**src/emeg_pkg.sv**
```systemverilog
// Shared constants, sine table and rounding helpers for the ellipsoid mesh element generator.
`default_nettype none
package emeg_pkg;

    localparam int MAX_COLUMNS   = 256;
    localparam int MAX_RINGS     = 256;
    localparam int TRIG_BITS     = 10;
    localparam int TRIG_SIZE     = 1 << TRIG_BITS;
    localparam int TRIG_QUARTER  = TRIG_SIZE / 4;
    localparam int QIDX_W        = TRIG_BITS - 2;
    localparam int TRIG_EPS      = 2;

    localparam longint unsigned HALF_PI_Q30 = 64'd1686629713;
    localparam longint unsigned ONE_Q30     = 64'd1 << 30;

    localparam logic signed [15:0] ONE_Q14 = 16'sd16384;

    // long division: 16 quotient bits, four per register stage
    localparam int DIV_STEPS     = 16;
    localparam int DIV_STAGES    = 4;
    localparam int DIV_PER_STAGE = DIV_STEPS / DIV_STAGES;

    // sine lookup, two multiply/round pairs
    localparam int SHADE_STAGES  = 5;

    localparam int CFG_IDX_W = 2;
    localparam logic [CFG_IDX_W-1:0] CFG_COLUMNS  = 2'd0;
    localparam logic [CFG_IDX_W-1:0] CFG_RINGS    = 2'd1;
    localparam logic [CFG_IDX_W-1:0] CFG_RADIUS_H = 2'd2;
    localparam logic [CFG_IDX_W-1:0] CFG_RADIUS_V = 2'd3;

    localparam logic OP_VERTEX   = 1'b0;
    localparam logic OP_TRIANGLE = 1'b1;

    typedef logic [14:0] t_qrom [TRIG_QUARTER];

    // sin(pi/2 * r / quarter) in Q1.14 by a Taylor series, evaluated at elaboration
    function automatic logic [14:0] quarter_sine(input int unsigned r);
        longint unsigned theta;
        longint unsigned t2;
        longint unsigned p;
        longint unsigned v;
        theta = (64'(r) * HALF_PI_Q30) / 64'(TRIG_QUARTER);
        t2    = (theta * theta) >> 30;
        p     = ONE_Q30;
        p     = ONE_Q30 - ((t2 * p) >> 30) / 64'd110;
        p     = ONE_Q30 - ((t2 * p) >> 30) / 64'd72;
        p     = ONE_Q30 - ((t2 * p) >> 30) / 64'd42;
        p     = ONE_Q30 - ((t2 * p) >> 30) / 64'd20;
        p     = ONE_Q30 - ((t2 * p) >> 30) / 64'd6;
        v     = (((theta * p) >> 30) + (64'd1 << 15)) >> 16;
        return 15'(v);
    endfunction

    function automatic t_qrom build_qrom();
        t_qrom rom;
        for (int r = 0; r < TRIG_QUARTER; r++) begin
            rom[r] = quarter_sine(r);
            if (rom[r] < 15'(TRIG_EPS)) begin
                rom[r] = '0;
            end
        end
        return rom;
    endfunction

    localparam t_qrom       QROM = build_qrom();
    localparam logic [14:0] QTOP = quarter_sine(TRIG_QUARTER);

    // full-turn sine from the quarter-wave table
    function automatic logic signed [15:0] table_sine(input logic [TRIG_BITS-1:0] ph);
        logic [1:0]        quad;
        logic [QIDX_W-1:0] r;
        logic [QIDX_W-1:0] rr;
        logic [14:0]       mag;
        quad = ph[TRIG_BITS-1 -: 2];
        r    = ph[QIDX_W-1:0];
        rr   = '0 - r;
        if (quad[0] && (r == '0)) begin
            mag = QTOP;
        end else if (quad[0]) begin
            mag = QROM[rr];
        end else begin
            mag = QROM[r];
        end
        return quad[1] ? -$signed({1'b0, mag}) : $signed({1'b0, mag});
    endfunction

    // shift right by 14, round to nearest, ties away from zero
    function automatic logic signed [33:0] round14(input logic signed [33:0] v);
        logic [33:0] mag;
        mag = v[33] ? 34'(-v) : 34'(v);
        mag = (mag + 34'd8192) >> 14;
        return v[33] ? -$signed(mag) : $signed(mag);
    endfunction

endpackage
`default_nettype wire

```
**src/emeg_divlane.sv**
```systemverilog
// Pipelined restoring divider lane: 16 quotient bits over four register stages.
`default_nettype none
module emeg_divlane
    import emeg_pkg::*;
(
    input  logic        i_clk,
    input  logic        i_en,
    input  logic [8:0]  i_rem,
    input  logic [15:0] i_num,
    input  logic [8:0]  i_den,
    output logic [15:0] o_quo,
    output logic [8:0]  o_rem
);

    logic [8:0]  r_rem [DIV_STAGES];
    logic [15:0] r_num [DIV_STAGES];
    logic [8:0]  n_rem [DIV_STAGES];
    logic [15:0] n_num [DIV_STAGES];

    // shift one numerator bit into the remainder, subtract when it fits
    always_comb begin
        logic [9:0]  tmp;
        logic [8:0]  rem;
        logic [15:0] num;
        for (int s = 0; s < DIV_STAGES; s++) begin
            if (s == 0) begin
                rem = i_rem;
                num = i_num;
            end else begin
                rem = r_rem[s-1];
                num = r_num[s-1];
            end
            for (int j = 0; j < DIV_PER_STAGE; j++) begin
                tmp = {rem, num[15]};
                if (tmp >= {1'b0, i_den}) begin
                    rem = 9'(tmp - {1'b0, i_den});
                    num = {num[14:0], 1'b1};
                end else begin
                    rem = tmp[8:0];
                    num = {num[14:0], 1'b0};
                end
            end
            n_rem[s] = rem;
            n_num[s] = num;
        end
    end

    always_ff @(posedge i_clk) begin
        if (i_en) begin
            for (int s = 0; s < DIV_STAGES; s++) begin
                r_rem[s] <= n_rem[s];
                r_num[s] <= n_num[s];
            end
        end
    end

    assign o_quo = r_num[DIV_STAGES-1];
    assign o_rem = r_rem[DIV_STAGES-1];

endmodule
`default_nettype wire

```
**config.mk**
```make
export PLATFORM = sky130hd
export DESIGN_NAME = emeg_divlane
export DESIGN_NICKNAME = d
export VERILOG_FILES = /design/src/emeg_pkg.sv /design/src/emeg_divlane.sv
export SDC_FILE = /design/constraint.sdc
export NUM_CORES = 1
export LEC_CHECK = 0
export ABC_CLOCK_PERIOD_IN_PS = 11800
export BUFFER_PORTS_ARGS = -buffer_cell sky130_fd_sc_hd__buf_2
export CORE_MARGIN = 2
export CORE_UTILIZATION = 40
export CTS_CLUSTER_DIAMETER = 100
export DETAILED_ROUTE_END_ITERATION = 10
export SETUP_SLACK_MARGIN = 0.15
export SLEW_MARGIN = 20
export SYNTH_ARGS = -nofsm -noshare
export SYNTH_HDL_FRONTEND = slang
export SYNTH_SLANG_ARGS = --single-unit
```
**constraint.sdc**
```tcl
create_clock -name i_clk -period 11.8 [get_ports i_clk]
set_input_delay 2.36 -clock i_clk [delete_from_list [all_inputs] [get_ports i_clk]]
set_output_delay 2.36 -clock i_clk [all_outputs]
set_load 0.01 [all_outputs]
```
==> impl_metrics.tcl, run 1 <==
set metrics [dict create \
    status "completed" \
    route.detailed.drc 0 \
    hpwl_mm 19.7 \
    fill_cells 2488 \
    pin_count 61 \
    reg2reg_depth 34 \
    syn2layout_area_growth_pct 11.6 \
    place.gp.congestion 0.891 \
    numClockSinks 100 \
    synth_top_area_cell "edfxtp_1" \
    cts_buffers 9 \
    hold_path_class "reg2reg" \
    num_antenna_cells 0 \
    reg2reg_to "r_rem[1][7]" \
    final_hold_viol_count 0 \
    synth_commonest_cells "144 x ha_1, 100 x edfxtp_1, 91 x mux2_2" \
    grt_pass1_vias 8018 \
    die_h_um 166 \
    ys_seq_area_frac 0.286 \
    drive_above_1_share 0.190 \
    grt_max_degree 78 \
    cp_max_fo 17 \
    dr.pass1.iters 4 \
    start_util 0.405 \
    critPathLaunchType "primary input" \
    synth.distinct_cells 64 \
    cp.required_ns 11.91 \
    antenna_found_initial 0 \
    grt_pass1_wl_mm 40.5 \
    path_buf_inv 4 \
    drt-vias-per-instance 5.52 \
    fin_cells 1483 \
    post-synth-top-count-cell "ha_1" \
    cp_slowest_cell "or4bb_4" \
    syn_avg_cell_area_um2 9.96 \
    whs_ns 0.421 \
    row_count 59 \
    critical-path-top-delay-family "compound AO/OA/AOI/OAI gates" \
    final_max_slew_viol_count 0 \
    netlist_instances 1053 \
    ys_seq_elements 100 \
    maxSlewHeadroom 0.293 \
    cp-end-kind "flop" \
    clock_skew_ns 0.0122 \
    hold_path_depth 0 \
    synth_area_mm2 0.0105 \
    nNetsFinal 1340 \
    min-delay-start "r_num[1][1]" \
    insertion_delay_ns 0.35 \
    ant_nets 0 \
    vias 8182 \
    fmax_ghz 0.0917 \
    cts_root_buf "clkbuf_16" \
    grt_use_total 0.183 \
    reg2reg_from "r_num[0][15]" \
    min_to "r_num[2][5]" \
    drv_cap 0 \
    finalCritPeriodShare 0.924 \
    arrival_ns 11.01 \
    port_buffers 60 \
    clockBufferDepth 2 \
    htree_num_levels 3 \
    clk_pin_slew_ns 0.07 \
    synth_edf_count 100 \
    die_w_um 166 \
    die-area_mm2 0.0275 \
    worstMarginPinSlew_ns 1.06 \
    first_iter_violations 434 \
    cpPeakStageDelay_ns 0.66 \
    rsz0062_at_grt "false" \
    setup_viol 0 \
    wl_per_cell_um 17.2 \
    yosysWarningCount 0 \
    overflow 0 \
    drt-total-wl_mm 25.5 \
    period_minus_slack_ns 10.90 \
    core-area_mm2 0.0259 \
    rrSetupSlack_ns 2.79 \
    synth_area_leaders "edfxtp_1 29%, ha_1 17%, mux2_2 9.8%, xnor2_1 5.3%, a21oi_1 3.8%" \
    worst-setup-path-type "in2reg" \
    syn_nets 1249 \
    synth_top_area_frac 0.286 \
    cp_common_cell "mux2_2" \
    tns_ns 0 \
    cts_tree "built" \
    async_flop_share 0 \
    synthFlopType "edfxtp_1" \
    crit_cells 31 \
    placedCellCount 1463 \
]
[cells in the final DEF, fill, tap and decap left out, types with 22 or more instances in the layout]
master,count
xor2_1,32
o21ai_0,37
a21oi_1,80
nor2_1,82
mux2_2,91
inv_1,69
a21o_1,42
nand2_1,42
buf_2,59
xnor2_1,63
edfxtp_1,100
nand4_1,22
ha_1,144
buf_4,32
[cell families (layout without fill, tap and decap cells)]
kind of cell	after synthesis	after routing	synth area share
xor+xnor	95	95	0.0794
fa+ha+maj	160	160	0.202
compound gates	270	270	0.173
simple gates	236	236	0.109
mux	111	111	0.120
buf+inv	81	176	0.0295
flops	100	100	0.286
[state kept, by name (all words and copies together), names as in the netlist]
| signal | cells |
|---|---|
| r_rem | 36 |
| r_num | 64 |
[metrics by stage]
step	utilization	setup slack [ns]	area [um2]
3_3_place_gp	0.438	0.394	11400
3_5_place_dp	0.438	0.104	11400
5_1_grt	0.451	0.193	11700
6_report	0.451	0.899	11700
2_1_floorplan	-	0.951	10500
4_1_cts	0.449	0.502	11600
[how the worst max path moves through the flow]
stage / startpoint / endpoint / slack (ns)
detailed placement: i_den[0] / r_rem[0][6] / 0.10
CTS: i_den[0] / r_rem[0][1] / 0.50
finish: i_den[1] / r_rem[3][1] / 0.90
global route: i_den[1] / r_rem[3][8] / 0.19
global placement: i_den[0] / r_rem[0][1] / 0.39
floorplan: i_den[1] / r_rem[0][1] / 0.95
[per-layer routing]
metal,share of wire,up-vias,wire (um),GRT usage
met4,0.018,0,454,0.0473
li1,-,4132,-,-
met5,0,-,0,0
met2,0.50,123,12600,0.327
met1,0.47,3900,11900,0.236
met3,0.021,27,528,0.0210
[what timing repair did]
item	in CTS	in global routing
endpoints found under the hold margin	0	0
endpoints found under the setup margin	0	24
setup buffers	0	5
hold buffers	0	0
resized for setup	0	2
[cell type report]
class	count	area, um2	share of cell area
repair buffers	91	536	0.0458
well taps	335	419	0.0358
clock buffers	9	225	0.0193
clock inverters	6	65.1	0.00556
flip-flops and latches	100	3000	0.257
multi-input cells	872	7180	0.614
inverters	70	263	0.0225
Power of run 1 is not shown: default switching activity piles up to over one toggle a cycle in this logic, so the estimate is an artifact.
==> inputs of run 2 (changes only) <==
ABC_AREA = 1   (was not set)
==> run 2 against run 1 <==
Compared with the run above:
- global-route usage grew 1.5 points
- die area increased by 12%
- critical path depth rose by 11
- final area up 9.7%
- register-to-register slack better by 1.2 ns
- count of clock-buffer cells in the layout unchanged
- worst hold slack is essentially flat
- critical endpoint is now r_rem[1][4]
==> impl_metrics.tcl, run 2 <==
set metrics [dict create \
    status "completed" \
    synth_area_leaders "edfxtp_1 25%, nand2_1 16%, ha_1 15%, inv_1 6.5%, nand3_1 4.8%" \
    ant_nets 0 \
    syn_nets 1767 \
    fmax_ghz 0.0975 \
    synth_edf_count 100 \
    ctsHoldBuffers 0 \
    syn2layout_area_growth_pct 8.90 \
    yosys.area_share.simple 0.321 \
    fin_cells 2032 \
    num_antenna_cells 0 \
    arrival_ns 10.51 \
    antenna_found_initial 0 \
    cp.required_ns 12.05 \
    insertion_delay_ns 0.37 \
    placed_area_mm2 0.0125 \
    cp_max_fo 16 \
    synthFlopType "edfxtp_1" \
    hold_path_class "reg2reg" \
    cts_root_buf "clkbuf_16" \
    numClockSinks 100 \
    rsz0062_at_grt "false" \
    cts_setup_buffers 0 \
    row_count 62 \
    muxShareOfSynthArea 0 \
    worstMarginPinSlew_ns 0.871 \
    synth_top_area_cell "edfxtp_1" \
    async_flop_share 0 \
    maxSlewHeadroom 0.419 \
    first_iter_violations 717 \
    htree_num_levels 3 \
    die-area_mm2 0.0308 \
    synth_commonest_cells "507 x nand2_1, 205 x inv_1, 144 x ha_1" \
    fin_area_mm2 0.0128 \
    drive_above_1_share 0.135 \
    period_minus_slack_ns 10.25 \
    cp_common_cell "nand2_1" \
    clk_pin_slew_ns 0.08 \
    reg_top3 "r_num (64), r_rem (36)" \
    hpwl_mm 23.4 \
    drv_cap 0 \
    dr.pass1.iters 5 \
    cp-end-kind "flop" \
    grt_use_total 0.198 \
    ys_seq_area_frac 0.255 \
    start_util 0.408 \
    ys_seq_elements 100 \
    worst-setup-path-type "in2reg" \
    post-synth-top-count-cell "nand2_1" \
    die_h_um 176 \
    grt_pass1_vias 9773 \
    cts_tree "built" \
    route.detailed.drc 0 \
    wl_per_cell_um 14.8 \
    tns_ns 0 \
    largest_reg_flops 64 \
    final_max_slew_viol_count 0 \
    core-area_mm2 0.0289 \
    cp_slowest_cell "fa_1" \
    die_w_um 176 \
    synth_adder_area_share 0.180 \
    cts_buffers 9 \
    synth_compound_area_frac 0.102 \
    drt-total-wl_mm 30.1 \
    finalCritPeriodShare 0.869 \
    synth_area_mm2 0.0118 \
    nNetsFinal 1839 \
    yosysWarningCount 0 \
    fill_cells 2924 \
    layout_common_cells "507 x nand2_1, 205 x inv_1, 144 x ha_1" \
    regMostFlops "r_num" \
    pin_count 61 \
    syn_avg_cell_area_um2 7.50 \
    synth_top_area_frac 0.255 \
    final_hold_viol_count 0 \
    cpPeakStageDelay_ns 0.50 \
    synth.distinct_cells 38 \
    vias 10266 \
    critPathLaunchType "primary input" \
    whs_ns 0.420 \
    placedCellCount 2016 \
    port_buffers 60 \
    grt_pass1_wl_mm 48.9 \
    place.gp.congestion 0.899 \
    clock_skew_ns 0.0132 \
    setup_viol 0 \
    synth_xor_area_frac 0.0662 \
    clockBufferDepth 2 \
    synth_top_family_by_area "simple AND/OR/NAND/NOR gates" \
    cts_resized 0 \
    overflow 0 \
    netlist_instances 1571 \
    final_common_cell "nand2_1" \
    drt-vias-per-instance 5.05 \
    grt_max_degree 67 \
]
-- run 2: cell count changes in the layout (fill, tap and decap cells not counted), sizes merged, moves of 17 or more --
cell | previous run | this run
a211oi | 17 | 0
a21o | 42 | 4
buf | 91 | 70
inv | 70 | 215
mux2 | 91 | 0
mux2i | 20 | 0
nand2 | 42 | 552
nand3 | 10 | 135
nor2b | 20 | 0
o21a | 17 | 0
o21ai | 39 | 57
xnor2 | 63 | 35
xor2 | 32 | 54
-- run 2: cells by family (layout without fill, tap and decap cells) --
kind of cell             count (synthesis)  count (layout)
AO/OA/AOI/OAI                          182             182
buffers and inverters                  220             297
flip-flops                             100             100
XOR/XNOR                                89              89
adder cells (fa/ha/maj)                160             160
AND/OR/NAND/NOR                        820             820
-- run 2: worst paths after layout --
check          startpoint      endpoint  slack (ns)  cells after the start
max              i_den[1]   r_rem[1][4]        1.55                     42
min           r_num[1][7]  r_num[2][11]        0.42                      0
max reg2reg  r_num[0][15]   r_rem[1][4]        3.96                     42
min reg2reg   r_num[1][7]  r_num[2][11]        0.42                      0
-- run 2: cell type report --
class | instances | area, um2 | share of cell area
Multi-Input combinational cell | 1251 | 7880 | 0.614
Sequential cell | 100 | 3000 | 0.234
Inverter | 211 | 792 | 0.0618
Tap cell | 384 | 480 | 0.0375
Timing Repair Buffer | 70 | 378 | 0.0295
Clock buffer | 9 | 225 | 0.0176
Clock inverter | 7 | 67.6 | 0.00527
-- run 2: worst max-delay path: cells and delay by family --
kind | cells | cell delay, ns
adders and majority gates | 4 | 1.59
AOI/OAI and AO/OA | 9 | 2.16
buffers and inverters | 5 | 1.28
and+or+nand+nor | 24 | 3.09
-- run 2: per-layer routing --
| metal | vias up | GRT usage | wire, um |
|---|---|---|---|
| met3 | 32 | 0.0294 | 1140 |
| met2 | 183 | 0.339 | 14000 |
| met4 | 0 | 0.0461 | 467 |
| li1 | 5352 | - | - |
| met1 | 4699 | 0.265 | 14500 |
| met5 | - | 0 | 0 |
-- run 2: metrics by stage --
| step | worst slack, ns | util |
|---|---|---|
| 4_1_cts | 1.62 | 0.444 |
| 3_3_place_gp | 1.30 | 0.434 |
| 5_1_grt | 0.697 | 0.444 |
| 6_report | 1.55 | 0.444 |
| 3_5_place_dp | 1.26 | 0.434 |
| 2_1_floorplan | 2.88 | - |
Power of run 2 is left out for the same reason.
==> inputs of run 3 (changes only) <==
GPL_TIMING_DRIVEN = 0   (was not set)
==> run 3 against run 2 <==
Compared with the run above:
- sequential share of layout area down 0.17 points
- via count down 0.12%
- routed wire length down 3.9%
==> impl_metrics.tcl, run 3 (synthesized netlist as in run 2, its figures left out) <==
set metrics [dict create \
    status "completed" \
    cts_tree "built" \
    largest_reg_flops 64 \
    hold_path_class "reg2reg" \
    drt-vias-per-instance 5.04 \
    reg_top3 "r_num (64), r_rem (36)" \
    insertion_delay_ns 0.37 \
    clk_pin_slew_ns 0.08 \
    port_buffers 60 \
    layout_common_cells "507 x nand2_1, 203 x inv_1, 144 x ha_1" \
    cpPeakStageDelay_ns 0.85 \
    clockBufferDepth 2 \
    ant_nets 0 \
    grt_pass1_wl_mm 47.9 \
    worstMarginPinSlew_ns 1.16 \
    critical-path-top-delay-family "simple AND/OR/NAND/NOR gates" \
    clock_skew_ns 0.0116 \
    drv_cap 0 \
    setup_viol 0 \
    overflow 0 \
    cts_resized 0 \
    wl_per_cell_um 14.2 \
    drt-total-wl_mm 28.9 \
    num_antenna_cells 0 \
    grt_max_degree 61 \
    cp.required_ns 12.04 \
    syn2layout_area_growth_pct 9.68 \
    cp_common_cell "nand2_1" \
    cp_max_fo 16 \
    route.detailed.drc 0 \
    final_common_cell "nand2_1" \
    period_minus_slack_ns 10.25 \
    start_util 0.408 \
    cts_root_buf "clkbuf_16" \
    cts_setup_buffers 0 \
    ctsHoldBuffers 0 \
    path_buf_inv 7 \
    arrival_ns 10.48 \
    die-area_mm2 0.0308 \
    worst-setup-path-type "in2reg" \
    nNetsFinal 1840 \
    regMostFlops "r_num" \
    first_iter_violations 688 \
    cp_slowest_cell "clkinv_1" \
    die_h_um 176 \
    htree_num_levels 3 \
    maxSlewHeadroom 0.229 \
    final_hold_viol_count 0 \
    vias 10254 \
    critPathLaunchType "primary input" \
    numClockSinks 100 \
    row_count 62 \
    hpwl_mm 22.0 \
    core-area_mm2 0.0289 \
    tns_ns 0 \
    pin_count 61 \
    cts_buffers 9 \
    finalCritPeriodShare 0.869 \
    dr.pass1.iters 5 \
    fmax_ghz 0.0976 \
    drive_above_1_share 0.137 \
    antenna_found_initial 0 \
    cp-end-kind "flop" \
    die_w_um 176 \
    grt_pass1_vias 9685 \
    rsz0062_at_grt "false" \
    final_max_slew_viol_count 0 \
    grt_use_total 0.193 \
    place.gp.congestion 0.886 \
]
## run 3: worst paths after layout
path	start	end	slack, ns	depth (start not counted)
setup / recovery	i_den[5]	r_rem[3][2]	1.55	44
setup reg to reg	r_num[0][15]	r_rem[1][8]	4.19	44
hold reg to reg	r_num[0][3]	r_num[1][7]	0.42	0
hold / removal	r_num[0][3]	r_num[1][7]	0.42	0
## run 3: area by class of cell
cell class,count,area (um2)
clock buffer,9,225
timing repair buffer,62,354
tap,384,480
sequential,100,3000
clock inverter,7,80.1
buffer,9,103
multi-input combinational,1251,7880
fill,2959,15900
inverter,211,792
## run 3: per-stage QoR
step | instances | hold slack, ns | setup slack (ns) | util | instance area [um2]
3_5_place_dp | 2017 | 0.405 | 1.46 | 0.437 | 12600
4_1_cts | 2033 | 0.421 | 1.85 | 0.448 | 12900
5_1_grt | 2033 | 0.426 | 0.823 | 0.448 | 12900
2_1_floorplan | 1571 | 0.400 | 2.88 | - | 11800
3_3_place_gp | 2015 | 0.400 | 1.18 | 0.435 | 12600
6_report | 2033 | 0.420 | 1.55 | 0.448 | 12900
## run 3: worst register-to-register path, delay by kind of cell (launching register included)
| kind | cells | cell delay, ns |
|---|---|---|
| buffers and inverters | 6 | 0.76 |
| flip-flops | 1 | 0.38 |
| adder cells (fa/ha/maj) | 5 | 1.67 |
| AO/OA/AOI/OAI | 9 | 2.10 |
| AND/OR/NAND/NOR | 24 | 2.55 |
## run 3: metal layers
layer | GRT usage | vias up | routed length [um]
li1 | - | 5355 | -
met1 | 0.262 | 4702 | 13800
met2 | 0.328 | 167 | 13500
met3 | 0.0234 | 30 | 1170
met4 | 0.0479 | 0 | 478
met5 | 0 | - | 0
Power of run 3 is left out for the same reason.
